--- config.mk ---
export PLATFORM = sky130hd
export DESIGN_NAME = mna_element_stamp_generator
export DESIGN_NICKNAME = d
export VERILOG_FILES = /design/src/hw/rtl/mnas_pkg.sv /design/src/hw/rtl/mnas_recip.sv /design/src/hw/rtl/mnas_emitter.sv /design/src/hw/rtl/mna_element_stamp_generator.sv
export SDC_FILE = /design/constraint.sdc
export NUM_CORES = 1
export LEC_CHECK = 0
export ABC_AREA = 1
export CORE_AREA = 3 3 304 306
export DETAILED_ROUTE_END_ITERATION = 8
export DIE_AREA = 0 0 307 309
export DONT_BUFFER_PORTS = 1
export SLEW_MARGIN = 20
export SYNTH_ARGS = -nofsm -noshare
export SYNTH_HDL_FRONTEND = slang
export SYNTH_SLANG_ARGS = --single-unit
--- constraint.sdc ---
create_clock -name clk -period 15.1 [get_ports clk]
set_clock_uncertainty 0.05 [all_clocks]
set_input_delay 2.265 -clock clk [delete_from_list [all_inputs] [get_ports clk]]
set_output_delay 2.265 -clock clk [all_outputs]
set_load 0.01 [all_outputs]
--- src/hw/rtl/mnas_pkg.sv ---
package mnas_pkg;

    localparam int MaxBranches = 1024;

    localparam logic [2:0] KIND_RES  = 3'd0;
    localparam logic [2:0] KIND_ISRC = 3'd1;
    localparam logic [2:0] KIND_VSRC = 3'd2;
    localparam logic [2:0] KIND_IND  = 3'd3;

    localparam logic [63:0] SIGN_BIT  = 64'h8000_0000_0000_0000;
    localparam logic [63:0] ONE_BITS  = 64'h3FF0_0000_0000_0000;
    localparam logic [63:0] INF_BITS  = 64'h7FF0_0000_0000_0000;
    localparam logic [63:0] QNAN_BIT  = 64'h0008_0000_0000_0000;

    localparam int ListDepth = 5;

    typedef struct packed {
        logic        to_rhs;
        logic [10:0] row;
        logic [10:0] column;
        logic [63:0] value;
        logic        ovf;
    } stamp_t;

    typedef stamp_t [ListDepth-1:0] stamp_list_t;

    typedef enum logic [1:0] {
        RC_IDLE,
        RC_NORM,
        RC_DIV,
        RC_ROUND
    } recip_state_t;

    typedef enum logic [2:0] {
        ST_IDLE,
        ST_RECIP,
        ST_LOAD,
        ST_EMIT
    } seq_state_t;

    function automatic stamp_t mk_stamp(logic rhs, logic [10:0] r, logic [10:0] c,
                                        logic [63:0] v);
        stamp_t s;
        s.to_rhs = rhs;
        s.row    = r;
        s.column = c;
        s.value  = v;
        s.ovf    = 1'b0;
        return s;
    endfunction

endpackage

--- src/hw/rtl/mnas_recip.sv ---
module mnas_recip
    import mnas_pkg::*;
(
    input  logic        clk,
    input  logic        rst_n,
    input  logic        start,
    input  logic [63:0] operand,
    output logic        done,
    output logic [63:0] result
);

    recip_state_t state_reg, state_next;
    logic               sign_reg, sign_next;
    logic [52:0]        div_reg, div_next;
    logic [53:0]        rem_reg, rem_next;
    logic [53:0]        quo_reg, quo_next;
    logic [5:0]         cnt_reg, cnt_next;
    logic signed [12:0] exp_reg, exp_next;
    logic [63:0]        result_reg, result_next;
    logic               done_reg, done_next;

    logic [10:0] op_exp;
    logic [51:0] op_frac;
    logic        rem_ge;
    logic [53:0] rem_diff;
    logic        sticky;
    logic [51:0] mant;
    logic        guard;
    logic        rsticky;
    logic        rnd;
    logic [62:0] packed_sum;
    logic [62:0] packed_base;

    assign op_exp   = operand[62:52];
    assign op_frac  = operand[51:0];
    assign rem_ge   = rem_reg >= {1'b0, div_reg};
    assign rem_diff = rem_reg - {1'b0, div_reg};
    assign sticky   = rem_reg != '0;

    // next state
    always_comb
    begin
        state_next = state_reg;
        case (state_reg)
            RC_IDLE:
            begin
                if (start && op_exp != 11'h7FF && (op_exp != '0 || op_frac != '0))
                begin
                    state_next = RC_NORM;
                end
            end
            RC_NORM:
            begin
                if (div_reg[52])
                begin
                    state_next = RC_DIV;
                end
            end
            RC_DIV:
            begin
                if (cnt_reg == 6'd53)
                begin
                    state_next = RC_ROUND;
                end
            end
            RC_ROUND:
            begin
                state_next = RC_IDLE;
            end
            default:
            begin
                state_next = RC_IDLE;
            end
        endcase
    end

    // final rounding, exponent kept as biased value of the quotient
    always_comb
    begin
        if (exp_reg == 13'sd0)
        begin
            mant    = quo_reg[53:2];
            guard   = quo_reg[1];
            rsticky = sticky | quo_reg[0];
        end
        else if (exp_reg < 13'sd0)
        begin
            mant    = {1'b0, quo_reg[53:3]};
            guard   = quo_reg[2];
            rsticky = sticky | quo_reg[1] | quo_reg[0];
        end
        else
        begin
            mant    = quo_reg[52:1];
            guard   = quo_reg[0];
            rsticky = sticky;
        end
        rnd = guard & (rsticky | mant[0]);
        if (exp_reg >= 13'sd1)
        begin
            packed_base = {exp_reg[10:0], mant};
        end
        else
        begin
            packed_base = {11'd0, mant};
        end
        packed_sum = packed_base + {62'd0, rnd};
    end

    // datapath
    always_comb
    begin
        sign_next   = sign_reg;
        div_next    = div_reg;
        rem_next    = rem_reg;
        quo_next    = quo_reg;
        cnt_next    = cnt_reg;
        exp_next    = exp_reg;
        result_next = result_reg;
        done_next   = 1'b0;
        case (state_reg)
            RC_IDLE:
            begin
                if (start)
                begin
                    sign_next = operand[63];
                    if (op_exp == '0 && op_frac == '0)
                    begin
                        result_next = (operand & SIGN_BIT) | INF_BITS;
                        done_next   = 1'b1;
                    end
                    else if (op_exp == 11'h7FF)
                    begin
                        if (op_frac == '0)
                        begin
                            result_next = operand & SIGN_BIT;
                        end
                        else
                        begin
                            result_next = operand | QNAN_BIT;
                        end
                        done_next = 1'b1;
                    end
                    else if (op_exp == '0)
                    begin
                        div_next = {1'b0, op_frac};
                        exp_next = -13'sd1022;
                    end
                    else
                    begin
                        div_next = {1'b1, op_frac};
                        exp_next = $signed({2'b00, op_exp}) - 13'sd1023;
                    end
                end
            end
            RC_NORM:
            begin
                cnt_next = '0;
                quo_next = '0;
                if (div_reg[52])
                begin
                    // a mantissa of exactly one gives an exact power of two
                    if (div_reg[51:0] == '0)
                    begin
                        rem_next = 54'd1 << 52;
                        exp_next = 13'sd1023 - exp_reg;
                    end
                    else
                    begin
                        rem_next = 54'd1 << 53;
                        exp_next = 13'sd1022 - exp_reg;
                    end
                end
                else
                begin
                    div_next = {div_reg[51:0], 1'b0};
                    exp_next = exp_reg - 13'sd1;
                end
            end
            RC_DIV:
            begin
                cnt_next = cnt_reg + 6'd1;
                if (rem_ge)
                begin
                    rem_next = {rem_diff[52:0], 1'b0};
                    quo_next = {quo_reg[52:0], 1'b1};
                end
                else
                begin
                    rem_next = {rem_reg[52:0], 1'b0};
                    quo_next = {quo_reg[52:0], 1'b0};
                end
            end
            RC_ROUND:
            begin
                done_next = 1'b1;
                if (exp_reg >= 13'sd2047)
                begin
                    result_next = {sign_reg, INF_BITS[62:0]};
                end
                else
                begin
                    result_next = {sign_reg, packed_sum};
                end
            end
            default:
            begin
                done_next = 1'b0;
            end
        endcase
    end

    always_ff @(posedge clk or negedge rst_n)
    begin
        if (!rst_n)
        begin
            state_reg <= RC_IDLE;
            done_reg  <= 1'b0;
        end
        else
        begin
            state_reg <= state_next;
            done_reg  <= done_next;
        end
    end

    always_ff @(posedge clk)
    begin
        sign_reg   <= sign_next;
        div_reg    <= div_next;
        rem_reg    <= rem_next;
        quo_reg    <= quo_next;
        cnt_reg    <= cnt_next;
        exp_reg    <= exp_next;
        result_reg <= result_next;
    end

    assign done   = done_reg;
    assign result = result_reg;

endmodule

--- src/hw/rtl/mnas_emitter.sv ---
module mnas_emitter
    import mnas_pkg::*;
(
    input  logic        clk,
    input  logic        rst_n,
    input  logic        load,
    input  stamp_list_t list,
    input  logic [2:0]  count,
    input  logic        out_stall,
    output logic        out_valid,
    output stamp_t      entry,
    output logic        last
);

    stamp_list_t list_reg;
    logic [2:0]  count_reg;
    logic [2:0]  idx_reg, idx_next;
    logic        valid_reg, valid_next;
    logic        at_end;

    assign at_end = (idx_reg == count_reg - 3'd1);

    always_comb
    begin
        idx_next   = idx_reg;
        valid_next = valid_reg;
        if (load)
        begin
            idx_next   = '0;
            valid_next = count != '0;
        end
        else if (valid_reg && !out_stall)
        begin
            if (at_end)
            begin
                valid_next = 1'b0;
            end
            else
            begin
                idx_next = idx_reg + 3'd1;
            end
        end
    end

    always_ff @(posedge clk or negedge rst_n)
    begin
        if (!rst_n)
        begin
            valid_reg <= 1'b0;
            idx_reg   <= '0;
        end
        else
        begin
            valid_reg <= valid_next;
            idx_reg   <= idx_next;
        end
    end

    always_ff @(posedge clk)
    begin
        if (load)
        begin
            list_reg  <= list;
            count_reg <= count;
        end
    end

    assign out_valid = valid_reg;
    assign entry     = list_reg[idx_reg];
    assign last      = at_end;

endmodule

--- src/hw/rtl/mna_element_stamp_generator.sv ---
// timing: a resistor waits for the reciprocal unit (serial normalize plus 54-step
// divide), longer for a subnormal value; other kinds go straight to the list load
// throughput: one result transaction per cycle while out_stall is low; the next element
// is accepted only after the last transaction of the previous one is taken and the sequencer is back in idle
// reset: asynchronous active low, clears node_count, branch counter and all control
module mna_element_stamp_generator
    import mnas_pkg::*;
(
    input  logic        clk,
    input  logic        rst_n,
    // configuration port
    input  logic        psel,
    input  logic        penable,
    input  logic        pwrite,
    input  logic [2:0]  paddr,
    input  logic [31:0] pwdata,
    output logic [31:0] prdata,
    output logic        pready,
    // element input
    input  logic        in_valid,
    output logic        in_stall,
    input  logic [2:0]  req_type,
    input  logic [10:0] pos_node,
    input  logic [10:0] neg_node,
    input  logic [63:0] element_value,
    // stamp output
    output logic        out_valid,
    input  logic        out_stall,
    output logic        to_rhs,
    output logic [10:0] row,
    output logic [10:0] column,
    output logic [63:0] entry_value,
    output logic        branch_overflow,
    output logic        last
);

    seq_state_t  state_reg, state_next;
    logic [10:0] node_count_reg;
    logic [10:0] branch_count_reg, branch_count_next;

    // element held for the whole transaction
    logic [2:0]  kind_reg;
    logic [10:0] p_reg;
    logic [10:0] n_reg;
    logic [63:0] v_reg;

    logic        in_fire;
    logic        recip_start;
    logic        recip_done;
    logic [63:0] recip_g;
    logic        emit_load;
    logic        emit_busy;
    stamp_t      emit_entry;

    stamp_list_t list;
    logic [2:0]  list_count;
    logic        p_live;
    logic        n_live;
    logic        br_full;
    logic        is_branch;
    logic [10:0] brow;
    logic [63:0] neg_g;

    // register file: only node_count, at every address with paddr[2] clear
    assign pready = 1'b1;
    assign prdata = (paddr[2] == 1'b0) ? {21'd0, node_count_reg} : 32'd0;

    always_ff @(posedge clk or negedge rst_n)
    begin
        if (!rst_n)
        begin
            node_count_reg <= '0;
        end
        else if (psel && penable && pwrite && paddr[2] == 1'b0)
        begin
            node_count_reg <= pwdata[10:0];
        end
    end

    assign in_stall    = (state_reg != ST_IDLE);
    assign in_fire     = in_valid && !in_stall;
    // reciprocal starts straight from the input bus
    assign recip_start = in_fire && (req_type == KIND_RES);

    always_ff @(posedge clk)
    begin
        if (in_fire)
        begin
            kind_reg <= req_type;
            p_reg    <= pos_node;
            n_reg    <= neg_node;
            v_reg    <= element_value;
        end
    end

    mnas_recip u_recip (
        .clk     (clk),
        .rst_n   (rst_n),
        .start   (recip_start),
        .operand (element_value),
        .done    (recip_done),
        .result  (recip_g)
    );

    // sequencer next state
    always_comb
    begin
        state_next = state_reg;
        case (state_reg)
            ST_IDLE:
            begin
                if (in_fire)
                begin
                    state_next = (req_type == KIND_RES) ? ST_RECIP : ST_LOAD;
                end
            end
            ST_RECIP:
            begin
                if (recip_done)
                begin
                    state_next = ST_LOAD;
                end
            end
            ST_LOAD:
            begin
                state_next = ST_EMIT;
            end
            ST_EMIT:
            begin
                if (!emit_busy)
                begin
                    state_next = ST_IDLE;
                end
            end
            default:
            begin
                state_next = ST_IDLE;
            end
        endcase
    end

    // sequencer outputs
    always_comb
    begin
        emit_load         = 1'b0;
        branch_count_next = branch_count_reg;
        case (state_reg)
            ST_LOAD:
            begin
                emit_load = 1'b1;
                if (is_branch && !br_full)
                begin
                    branch_count_next = branch_count_reg + 11'd1;
                end
            end
            default:
            begin
                emit_load = 1'b0;
            end
        endcase
    end

    // negative node index means ground
    assign p_live    = !p_reg[10];
    assign n_live    = !n_reg[10];
    assign is_branch = (kind_reg == KIND_VSRC) || (kind_reg == KIND_IND);
    assign br_full   = {6'd0, branch_count_reg} >= 17'(MaxBranches);
    assign brow      = node_count_reg + branch_count_reg;
    assign neg_g     = recip_g ^ SIGN_BIT;

    // stamp list for the held element
    always_comb
    begin
        list       = '0;
        list_count = '0;
        case (kind_reg)
            KIND_RES:
            begin
                if (p_live && n_live)
                begin
                    list[0]    = mk_stamp(1'b0, p_reg, p_reg, recip_g);
                    list[1]    = mk_stamp(1'b0, n_reg, n_reg, recip_g);
                    list[2]    = mk_stamp(1'b0, p_reg, n_reg, neg_g);
                    list[3]    = mk_stamp(1'b0, n_reg, p_reg, neg_g);
                    list_count = 3'd4;
                end
                else if (n_live)
                begin
                    list[0]    = mk_stamp(1'b0, n_reg, n_reg, recip_g);
                    list_count = 3'd1;
                end
                else if (p_live)
                begin
                    list[0]    = mk_stamp(1'b0, p_reg, p_reg, recip_g);
                    list_count = 3'd1;
                end
            end
            KIND_ISRC:
            begin
                if (p_live)
                begin
                    list[list_count] = mk_stamp(1'b1, p_reg, 11'd0, v_reg ^ SIGN_BIT);
                    list_count       = list_count + 3'd1;
                end
                if (n_live)
                begin
                    list[list_count] = mk_stamp(1'b1, n_reg, 11'd0, v_reg);
                    list_count       = list_count + 3'd1;
                end
            end
            KIND_VSRC, KIND_IND:
            begin
                if (br_full)
                begin
                    // dropped element: one all-zero transaction with the flag
                    list[0].ovf = 1'b1;
                    list_count  = 3'd1;
                end
                else
                begin
                    if (p_live)
                    begin
                        list[list_count] = mk_stamp(1'b0, brow, p_reg, ONE_BITS);
                        list_count       = list_count + 3'd1;
                        list[list_count] = mk_stamp(1'b0, p_reg, brow, ONE_BITS);
                        list_count       = list_count + 3'd1;
                    end
                    if (n_live)
                    begin
                        list[list_count] = mk_stamp(1'b0, brow, n_reg, ONE_BITS | SIGN_BIT);
                        list_count       = list_count + 3'd1;
                        list[list_count] = mk_stamp(1'b0, n_reg, brow, ONE_BITS | SIGN_BIT);
                        list_count       = list_count + 3'd1;
                    end
                    if (kind_reg == KIND_VSRC)
                    begin
                        list[list_count] = mk_stamp(1'b1, brow, 11'd0, v_reg);
                        list_count       = list_count + 3'd1;
                    end
                end
            end
            default:
            begin
                list_count = '0;
            end
        endcase
    end

    always_ff @(posedge clk or negedge rst_n)
    begin
        if (!rst_n)
        begin
            state_reg        <= ST_IDLE;
            branch_count_reg <= '0;
        end
        else
        begin
            state_reg        <= state_next;
            branch_count_reg <= branch_count_next;
        end
    end

    mnas_emitter u_emitter (
        .clk       (clk),
        .rst_n     (rst_n),
        .load      (emit_load),
        .list      (list),
        .count     (list_count),
        .out_stall (out_stall),
        .out_valid (emit_busy),
        .entry     (emit_entry),
        .last      (last)
    );

    assign out_valid       = emit_busy;
    assign to_rhs          = emit_entry.to_rhs;
    assign row             = emit_entry.row;
    assign column          = emit_entry.column;
    assign entry_value     = emit_entry.value;
    assign branch_overflow = emit_entry.ovf;

    // results only appear while the sequencer is draining the list
    a_valid_in_emit: assert property (@(posedge clk) disable iff (!rst_n)
        out_valid |-> state_reg == ST_EMIT)
        else $error("result transaction outside emit phase");

    // branch counter moves only on a list load
    a_branch_on_load: assert property (@(posedge clk) disable iff (!rst_n)
        !$stable(branch_count_reg) |-> $past(state_reg == ST_LOAD))
        else $error("branch counter changed outside load");

    // an overflow transaction is always the only one of its element
    a_ovf_last: assert property (@(posedge clk) disable iff (!rst_n)
        out_valid && branch_overflow |-> last)
        else $error("overflow transaction not marked last");

endmodule
==> flow_summary.json <==
{
  "antenna_found_initial": 5,
  "cts_root_buf": "clkbuf_16",
  "synth_flop_cell": "edfxtp_1",
  "slowest_delay_ps": 830,
  "period_needed_ps": 6370,
  "n_fill_cell": 8370,
  "seqCellArea_sq_um": 23600,
  "post-route-drc-count": 0,
  "synth_edf_count": 760,
  "crit_start": "u_emitter.idx_reg[0]",
  "crit_family": "buffers and inverters",
  "endpoint": "entry_value[8]",
  "reg2reg_slack_ps": 10100,
  "post_cts_buffers": 0,
  "tns_ps": 0,
  "synth_cell_types": 55,
  "drive_above_1_share_pct": 6.63,
  "r2r_start": "u_recip.exp_reg[0]",
  "ys_ff_latch": 791,
  "routed_wl_um": 152000,
  "multi_input_area_sq_um": 17600,
  "fp.dieW_um": 307,
  "drtIter0Drc": 4085,
  "cts_buffers": 87,
  "cp.arrival_ps": 4060,
  "clk_pin_slew_ps": 60,
  "final.period_utilization_pct": 42.2,
  "critPathMaxFanout": 102,
  "syn_to_final_growth_pct": 7.97,
  "grt.overflow.total": 0,
  "core_sq_um": 89900,
  "async_flop_share_pct": 3.92,
  "clock_sinks": 791,
  "grt_pass1_vias": 34942,
  "critical_path_class": "reg2out",
  "cts_buffer_depth": 3,
  "cp-end-kind": "output pin",
  "max_freq_mhz": 157,
  "tightest_slew_ps": 1180,
  "setup-violations-final": 0,
  "port_buffers": 0,
  "synth_cells": 5135,
  "grt_pass1_wl_um": 224000,
  "path_cells": "inv_6 > buf_4 > nand2_1 > a221oi_1 > a31o_2",
  "grtUsageTotal_pct": 31.6,
  "via_per_inst": 5.95,
  "worst-path-buf-inv": 2,
  "ff2ff_path_depth": 19,
  "relSlewSlack_pct": 20.9,
  "timing.rr.end": "u_recip.result[38]",
  "cts_max_level": 3,
  "hold_path.class": "reg2reg",
  "routed_wire_length_per_instance_um": 24.4,
  "die-area_sq_um": 94900,
  "cts_resized": 0,
  "firstDrtPassIters": 6,
  "grt_max_degree": 107,
  "cts_hold_buf": 0,
  "grt_setup_unrepaired": "false",
  "min_path_cells": 1,
  "cts_tree": "done",
  "status": "finished, final reports clean",
  "start_kind": "flop",
  "io_pins": 255,
  "synthesis.area_sq_um": 44800,
  "cpMaxStageDelayCell": "dfrtp_4",
  "leakagePower_nw": 19.6,
  "place_inst": 6103,
  "row_count": 110,
  "instances_no_fill": 6262,
  "syn_area_per_cell_sq_um": 8.72,
  "fin_nets": 5245,
  "cp.depth": 5,
  "largest_register_ff_count": 424,
  "pwr_density_cell_nw_per_um2": 154,
  "drv_slew": 0,
  "yosys_warnings": 0,
  "crit_required_ps": 12790,
  "power_w": 0.00745,
  "initial_core_util_pct": 49.8,
  "cap_violations": 0,
  "ys_seq_area_share_pct": 52.7,
  "die_h_um": 309,
  "vias": 37288,
  "ant_nets": 0,
  "gp_congestion": 1.04,
  "dp_hpwl_um": 108000,
  "hold_violations": 0,
  "whs_ps": 448,
  "ir_drop_mv": 0.142,
  "fin_ws_ps": 8730,
  "insertion_delay_ps": 680,
  "place_ws_ps": 9490
}
## where the power goes
group          switching (W)  leakage [nW]  total, W  internal, W
clock               0.000905          1.37   0.00212      0.00121
combinational        0.00147          10.5   0.00203     0.000560
sequential          0.000229          7.71   0.00331      0.00308
## layout make-up
type	instances	share of cell area, %
antenna	2	0.0103
clock buffer	105	4.75
clock inverter	52	1.02
inverter	681	5.32
multi-input combinational	3413	36.4
sequential	791	48.8
tap	1176	3.04
timing repair buffer	42	0.652
## layer usage
| layer | share of wire (%) | global-route usage, % |
|---|---|---|
| met5 | 0.0098 | 0 |
| met4 | 4.4 | 13.2 |
| met3 | 8.8 | 6.65 |
| met2 | 46 | 50.7 |
| met1 | 41 | 41.9 |
## cell families (layout without fill, tap and decap cells)
logic type | Yosys count | in the layout | share of synthesized area, %
xor gates and xnor gates | 67 | 67 | 1.31
buffers and inverters | 951 | 880 | 8.43
other | 2 | 24 | 0.0168
DFF | 791 | 791 | 52.7
AOI/OAI and AO/OA | 1192 | 1192 | 16.0
adders and majority gates | 98 | 98 | 2.77
and+or+nand+nor | 2033 | 2033 | 18.8
muxes | 1 | 1 | 0.0224
## synthesized netlist by cell type, drive strengths merged, types with 12 or more instances
| library cell | instances | area (sq um) |
|---|---|---|
| nor3 | 40 | 210 |
| clkbuf | 192 | 721 |
| buf | 78 | 497 |
| nor4 | 42 | 263 |
| dfrtp | 31 | 776 |
| nand3 | 216 | 1080 |
| edfxtp | 760 | 22800 |
| ha | 96 | 1200 |
| a21oi | 347 | 1740 |
| nand4 | 40 | 250 |
| nand2 | 1083 | 4110 |
| xor2 | 35 | 307 |
| xnor2 | 32 | 280 |
| a31o | 75 | 657 |
| o31ai | 12 | 90.1 |
| a221oi | 75 | 657 |
| inv | 673 | 2530 |
| o22ai | 243 | 1530 |
| o21ai | 330 | 1660 |
| o211ai | 45 | 338 |
| nor2 | 590 | 2370 |
## worst register-to-register path: stages (launching register included)
cell and delay (ps):
edfxtp_1 560, inv_1 310, ha_1 200, nand2_1 120, nor2_4 100, buf_4 400
nand2_4 290, buf_4 430, nand2_1 160, nand2_1 100, nor2_4 170, ha_1 220
nand2_1 80, nor2_2 190, nand2_1 140, nor2_1 290, nand2_1 270, o21ai_0 230
nand3_1 190, o21ai_0 260
## metrics by stage
step	instance area, sq um	utilization (%)
3_5_place_dp	45600	50.7
5_1_grt	48400	53.8
6_report	48400	53.8
3_3_place_gp	45600	50.7
4_1_cts	48400	53.8
2_1_floorplan	44900	-
## worst min path at each step
stage | start | end | slack (ps)
CTS | branch_count_reg[9] | branch_count_reg[9] | 450
detailed placement | branch_count_reg[9] | branch_count_reg[9] | 440
global placement | branch_count_reg[6] | branch_count_reg[6] | 440
global route | branch_count_reg[9] | branch_count_reg[9] | 490
floorplan | branch_count_reg[6] | branch_count_reg[6] | 420
finish | branch_count_reg[9] | branch_count_reg[9] | 450
## cell usage in the layout, fill, tap and decap left out, types with 35 or more instances in the layout
cell type     n
xor2_1       35
nor2_1      546
clkbuf_16    89
o22ai_1     242
o211ai_1     45
nand2_1    1069
nor4_1       42
a21oi_1     347
nand4_1      40
inv_1       660
edfxtp_1    760
nor3_1       37
o21ai_0     306
a221oi_1     75
a31o_2       75
nand3_1     216
buf_4        42
ha_1         91
Note: power is estimated with default switching activity, not from simulation.
